$ cat src/hw/rtl/brb_pkg.sv
// brb_pkg: shared types, command codes and sizes for the byte ring buffer
// used by brb_status and byte_ring_buffer; no dependencies
`default_nettype none

package brb_pkg;

  // fixed field widths
  localparam int SIZE_W  = 11;
  localparam int CMD_W   = 3;
  localparam int BYTE_W  = 8;
  localparam int CNT10_W = 10;

  // defaults for the top-level parameters
  localparam int DEF_STORE_DEPTH = 1024;
  localparam int DEF_MAX_BURST   = 64;

  // ring length after reset
  localparam int SIZE_RESET = 1000;

  // command codes
  localparam logic [CMD_W-1:0] CMD_PUT     = 3'd0;
  localparam logic [CMD_W-1:0] CMD_GET     = 3'd1;
  localparam logic [CMD_W-1:0] CMD_PEEK    = 3'd2;
  localparam logic [CMD_W-1:0] CMD_REMOVE  = 3'd3;
  localparam logic [CMD_W-1:0] CMD_ADVANCE = 3'd4;
  localparam logic [CMD_W-1:0] CMD_STATUS  = 3'd5;

  // input beat
  typedef struct packed {
    logic [CMD_W-1:0]  command;
    logic [BYTE_W-1:0] data_in;
    logic [SIZE_W-1:0] count;
  } brb_in_t;

  // result beat
  typedef struct packed {
    logic [BYTE_W-1:0]  data_out;
    logic [SIZE_W-1:0]  moved_count;
    logic [CNT10_W-1:0] used_count;
    logic [CNT10_W-1:0] free_count;
    logic [SIZE_W-1:0]  contiguous_read;
    logic               last;
  } brb_out_t;

  // fill levels derived from the pointers
  typedef struct packed {
    logic [SIZE_W-1:0] used;
    logic [SIZE_W-1:0] free;
    logic [SIZE_W-1:0] contig;
  } brb_stat_t;

endpackage

`default_nettype wire

$ cat src/hw/rtl/brb_status.sv
// brb_status: registered used, free and contiguous byte counts from the pointers
// depends on brb_pkg
`default_nettype none

module brb_status
  import brb_pkg::*;
#(
  parameter int PTR_W = 10
) (
  input  wire logic              clk,
  input  wire logic [SIZE_W-1:0] size_in,
  input  wire logic [PTR_W-1:0]  rd_ptr,
  input  wire logic [PTR_W-1:0]  wr_ptr,
  output brb_stat_t              stat
);

  localparam int CW = ((PTR_W > SIZE_W) ? PTR_W : SIZE_W) + 1;

  logic [CW-1:0] rp_e, wp_e, sz_e;
  logic [CW-1:0] used_w, free_w, contig_w;
  logic          wrapped;
  brb_stat_t     stat_r, stat_nxt;

  // levels for either pointer order, chosen by comparing the pointers
  always_comb begin
    rp_e     = CW'(rd_ptr);
    wp_e     = CW'(wr_ptr);
    sz_e     = CW'(size_in);
    wrapped  = wp_e < rp_e;
    if (wrapped) begin
      used_w   = sz_e - rp_e + wp_e;
      free_w   = rp_e - wp_e - CW'(1);
      contig_w = sz_e - rp_e;
    end else begin
      used_w   = wp_e - rp_e;
      free_w   = sz_e - CW'(1) - (wp_e - rp_e);
      contig_w = wp_e - rp_e;
    end
    stat_nxt.used   = used_w[SIZE_W-1:0];
    stat_nxt.free   = free_w[SIZE_W-1:0];
    stat_nxt.contig = contig_w[SIZE_W-1:0];
  end

  // level register
  always_ff @(posedge clk) begin
    stat_r <= stat_nxt;
  end

  assign stat = stat_r;

endmodule

`default_nettype wire

$ cat config.mk
export PLATFORM = sky130hd
export DESIGN_NAME = brb_status
export DESIGN_NICKNAME = d
export VERILOG_FILES = /design/src/hw/rtl/brb_pkg.sv /design/src/hw/rtl/brb_status.sv
export SDC_FILE = /design/constraint.sdc
export NUM_CORES = 1
export LEC_CHECK = 0
export BUFFER_PORTS_ARGS = -buffer_cell sky130_fd_sc_hd__buf_2
export CORE_MARGIN = 2
export CORE_UTILIZATION = 56
export DETAILED_ROUTE_END_ITERATION = 6
export GPL_ROUTABILITY_DRIVEN = 0
export PLACE_DENSITY = 0.78
export SLEW_MARGIN = 15
export SYNTH_ARGS = -nofsm -noshare
export SYNTH_HDL_FRONTEND = slang
export SYNTH_SLANG_ARGS = --single-unit
$ cat constraint.sdc
create_clock -name clk -period 5.3 [get_ports clk]
set_input_delay 1.06 -clock clk [delete_from_list [all_inputs] [get_ports clk]]
set_output_delay 1.06 -clock clk [all_outputs]
set_load 0.005 [all_outputs]
==> qor.txt, run 1 <==
Grt ovf: 0
Lkg Pwr: 0.00182 µW
Final-report max-slew violation count: 0
Commonest non-fill, non-tap cell in the layout: buf_2
FP Rows: 27
Setup violators final: 0
Synth area leader: dfxtp_1
Antenna violations before repair: 0
Final TNS setup: 0 ns
Setup bufs post-CTS: 0
Iteration-0 DRC Markers: 109
Combinational group share of total power: 53.3%
Vias/cell: 5.61
Inserted Clock Buffers: 5
Sequential power share: 30.4%
Power density over the cells: 307 nW/µm²
Dpl hpwl: 6410 µm
Outcome: completed
Area Overhead vs Synth: 13.2%
First-pass GRT wire length: 12,800 µm
Hold-fix buffers, CTS: 0
Fin. Hold Viols: 0
Top post-synthesis cells by area: dfxtp_1, ha_1, xnor2_1, xor2_1, inv_1
Pre-Repair DR Iteration Count: 5
CP Class: in2reg
Worst Tran Pin Value: 0.595 ns
Share of cells above drive strength 1: 18.4%
#FFs+latches synth: 33
WL/cell: 14.5 µm
Worst path slowest cell: a311o_1
Number of global-route vias before repair: 2,759
CP startpoint: rd_ptr[1]
Tot GR Track Use: 25.4%
Clock sink count: 33
Core ar.: 5540 µm²
CTS tree: built
DRC violations left: 0
Hold Crit Start: size_in[0]
Critical path launch point type: input port
Sw Ratio: 39.0%
Mapped Area: 3240 µm²
H-tree levels: 2
Die W: 80.1 µm
Avg Inst Size Synth: 8.03 µm²
Mapped Cells: 404
Height of the die: 80.1 µm
Yosys top cell area share: 20.4%
Ys async rst share: 0%
RSZ-0062 raised after global routing: false
Critical path, cell by cell: buf_2, inv_1, ha_1, nor2b_1, o21ai_0, nand2b_1, xnor2_1, ha_1, o21a_1, o31a_1, or2_2, o31a_1, o211ai_1, a21boi_1, a311o_1, o211ai_2
Clk Tree Root Cell: clkbuf_8
Synth Net Count: 487
IO Count: 65
Largest net degree at the start of global routing: 31
Commonest cells after routing, fill and taps aside: buf_2, ha_1, inv_1, nand2_1, dfxtp_1
Final Net Count: 545
Max FFs per register: 33
# port buffers: 64
Peak supply drop: 0.167 mV
Hold_ws: 1.12 ns
Post-synthesis cell type count: 63
Worst-path fanout max: 4
Clk buf depth: 2
Worst endpoint data arrival time: 4.42 ns
Worst endpoint required time: 5.52 ns
CP top delay family: compound AO/OA/AOI/OAI gates
Post-CTS Resized: 0
Critical Path Max Stage Delay: 0.35 ns
Routed WL: 7730 µm
Clock transition at path regs: 0.08 ns
Rel. slew slack: 59.8%
Die area: 6420 µm²
Max-Cap Viols: 0
Post-synth EDFFs: 0
Hold Crit Class: in2reg
Share of the yosys chip area belonging to registers: 20.4%
Internal Pwr Total: 688 µW
Yosys warns: 0
Ant. Diodes: 0
Synth Flop Type: dfxtp_1
Final ANT Viol Nets: 0
Final Cycle Share: 79.2%
Clk pwr share: 16.3%
Vias: 2,999
Net switching power figure: 441 µW
Min Tclk post-route: 4.20 ns
Initial Utilization: 58.5%
Crit path capture type: register
Max Clock Freq: 0.238 GHz
CP bufs+invs: 2
## cells in the mapped netlist, drive strengths merged (6+ instances only)
library cell and count:
nand4 6, nand3 10, a21o 8, nand2 34
buf 11, dfxtp 33, a21oi 24, nor2b 9
nor2 32, nand2b 7, nor3 11, xnor2 21
ha 47, o21ai 29, inv 34, xor2 16
## kinds of logic after synthesis
family | share of synthesized area, %
and+or+nand+nor | 19.3
xor gates and xnor gates | 10.2
DFF | 20.4
buffers and inverters | 6.40
muxes | 0.926
AOI/OAI and AO/OA | 21.8
adders and majority gates | 20.9
## stage by stage
stage	power [µW]	cells	utilization, %	setup slack [ns]	cell area [µm²]
after detailed placement	945	527	64.8	0.880	3590
final	1130	535	66.3	1.10	3670
after floorplan	766	404	-	1.26	3240
after global routing	1220	535	66.3	0.958	3670
after CTS	1130	535	66.3	1.17	3670
after global placement	926	527	64.8	1.01	3590
## worst paths after layout
path / endpoint / slack (ns) / depth (start not counted)
setup / recovery: stat[21] / 1.10 / 16
hold / removal: stat[11] / 1.12 / 4
## routing by layer
metal  wire length, µm  global-route usage (%)  share of wire [%]  vias up
met1              3740                    36.4                 48     1375
met5                 0                       0                  0        -
met4                71                    6.44               0.92        0
met3               480                    2.58                6.2        5
met2              3440                    40.7                 44       95
li1                  -                       -                  -     1524
## power groups by stage
stage	combinational, µW	sequential (µW)	clock, µW
detailed placement	595	350	0
global route	675	349	195
CTS	598	344	188
finish	601	343	184
global placement	577	349	0
floorplan	399	366	0
## layout make-up
cell class / count / area [µm²]
repair buffers: 66 / 335
flip-flops and latches: 33 / 661
fillers: 521 / 1870
clock buffers: 6 / 72.6
well taps: 72 / 90.1
clock inverters: 2 / 10.0
inverters: 34 / 128
multi-input cells: 322 / 2370
No activity file was read; power rests on OpenSTA's default activity.
==> inputs of run 2 (changes only) <==
- clock period: 5.3 -> 3.98 ns (I/O delays scaled with it)
==> run 2 against run 1 <==
Effect of this change:
- power grew 44%
- first-iteration DRC count grew 92%
- worst hold slack lost 0.26 ns
- utilization is 2.1 points higher
- sequential cell count unchanged
- highest routed layer unchanged
==> qor.txt, run 2 (synthesis gave the netlist of run 1 again) <==
Clock sink count: 33
Tot GR Track Use: 26.4%
Grt ovf: 0
Tot Pwr: 1620 µW
Pre-Repair DR Iteration Count: 4
Final ANT Viol Nets: 0
Antenna violations before repair: 0
Peak supply drop: 0.210 mV
RSZ-0062 raised after global routing: false
Power density over the cells: 428 nW/µm²
Max Clock Freq: 0.265 GHz
Commonest non-fill, non-tap cell in the layout: buf_2
Rel. slew slack: 64.8%
CTS tree: built
Final Util: 68.3%
Area post-placement: 3660 µm²
Vias: 3,033
CP startpoint: rd_ptr[0]
# fillers: 483
Vias/cell: 5.57
IO Count: 65
Clock transition at path regs: 0.07 ns
Min Tclk post-route: 3.77 ns
Hold_ws: 0.857 ns
Outcome: completed
Worst-path fanout max: 4
WHS Endpoint: stat[11]
Clk buf depth: 2
Final Net Count: 555
First-pass GRT wire length: 13,300 µm
Crit path capture type: register
Height of the die: 80.1 µm
Clk Tree Root Cell: clkbuf_8
Setup violators final: 0
Critical Path Max Stage Delay: 0.39 ns
# port buffers: 64
Fin. Hold Viols: 0
Largest net degree at the start of global routing: 31
Worst endpoint data arrival time: 3.98 ns
Inserted Clock Buffers: 5
Final-report max-slew violation count: 0
Dpl hpwl: 6400 µm
Hold Crit Class: in2reg
Finished Cell Area: 3790 µm²
Worst path slowest cell: a311o_1
DRC violations left: 0
Critical path launch point type: input port
Iteration-0 DRC Markers: 209
Die area: 6420 µm²
Routed WL: 7870 µm
Final TNS setup: 0 ns
Initial Utilization: 58.5%
CP Class: in2reg
Ant. Diodes: 0
Lkg Pwr: 0.00188 µW
Worst Tran Pin Value: 0.522 ns
H-tree levels: 2
Core ar.: 5540 µm²
Critical path, cell by cell: buf_2, ha_1, fa_2, and2b_1, o21ai_0, nand2b_1, xnor2_1, ha_1, o21a_1, o31a_1, or2_2, o31a_1, o31ai_1, nand3_1, a311o_1, o211ai_2
Area Overhead vs Synth: 16.7%
Die W: 80.1 µm
Max FFs per register: 33
Commonest cells after routing, fill and taps aside: buf_2, ha_1, inv_1, nand2_1, dfxtp_1
Worst endpoint required time: 4.19 ns
Hold Crit Start: size_in[0]
FP Rows: 27
Share of cells above drive strength 1: 20.5%
WL/cell: 14.4 µm
Hold path depth: 4
Number of global-route vias before repair: 2,899
Max-Cap Viols: 0
Final Cycle Share: 94.7%
[run 2: metrics by stage]
step / setup WS (ns) / instances
6_report: 0.212 / 545
5_1_grt: 0.0140 / 545
4_1_cts: 0.149 / 545
3_5_place_dp: -0.108 / 537
3_3_place_gp: 0.0137 / 537
2_1_floorplan: 0.203 / 404
[run 2: power breakdown]
group / internal (µW) / switching (µW) / leakage (µW)
clock network: 204 / 124 / 0.0000585
registers: 437 / 21.2 / 0.000278
logic: 383 / 452 / 0.00154
total: 1020 / 597 / 0.00188
[run 2: layout make-up]
type | count | area (µm²) | area share (%)
inverters | 34 | 128 | 3.37
flip-flops and latches | 33 | 661 | 17.4
multi-input cells | 322 | 2380 | 62.9
clock buffers | 7 | 86.3 | 2.28
repair buffers | 76 | 410 | 10.8
well taps | 72 | 90.1 | 2.38
clock inverters | 1 | 30.0 | 0.793
[run 2: worst max-delay path: cells and delay by family]
family / cells / cell delay, ns
XOR/XNOR: 1 / 0.14
adder cells (fa/ha/maj): 3 / 0.88
AO/OA/AOI/OAI: 7 / 1.29
buffers and inverters: 1 / 0.11
AND/OR/NAND/NOR: 4 / 0.76
[run 2: worst max-delay path by stage]
stage	endpoint	slack, ns	depth (start not counted)
floorplan	stat[21]	0.20	16
global placement	stat[21]	0.01	16
detailed placement	stat[21]	-0.11	16
CTS	stat[21]	0.15	16
global route	stat[21]	0.01	16
finish	stat[21]	0.21	16
[run 2: layer usage]
layer / global-route usage [%] / share of wire, % / vias up
met1: 37.4 / 47 / 1367
li1: - / - / 1554
met3: 3.48 / 6.9 / 19
met5: 0 / 0 / -
met4: 7.97 / 2.1 / 0
met2: 41.5 / 44 / 93
[run 2: repair_timing]
action | 4_1_cts | 5_1_grt
buffers inserted | 0 | 0
endpoints found under the setup margin | 0 | 3
resized for setup | 0 | 3
hold buffers | 0 | 0
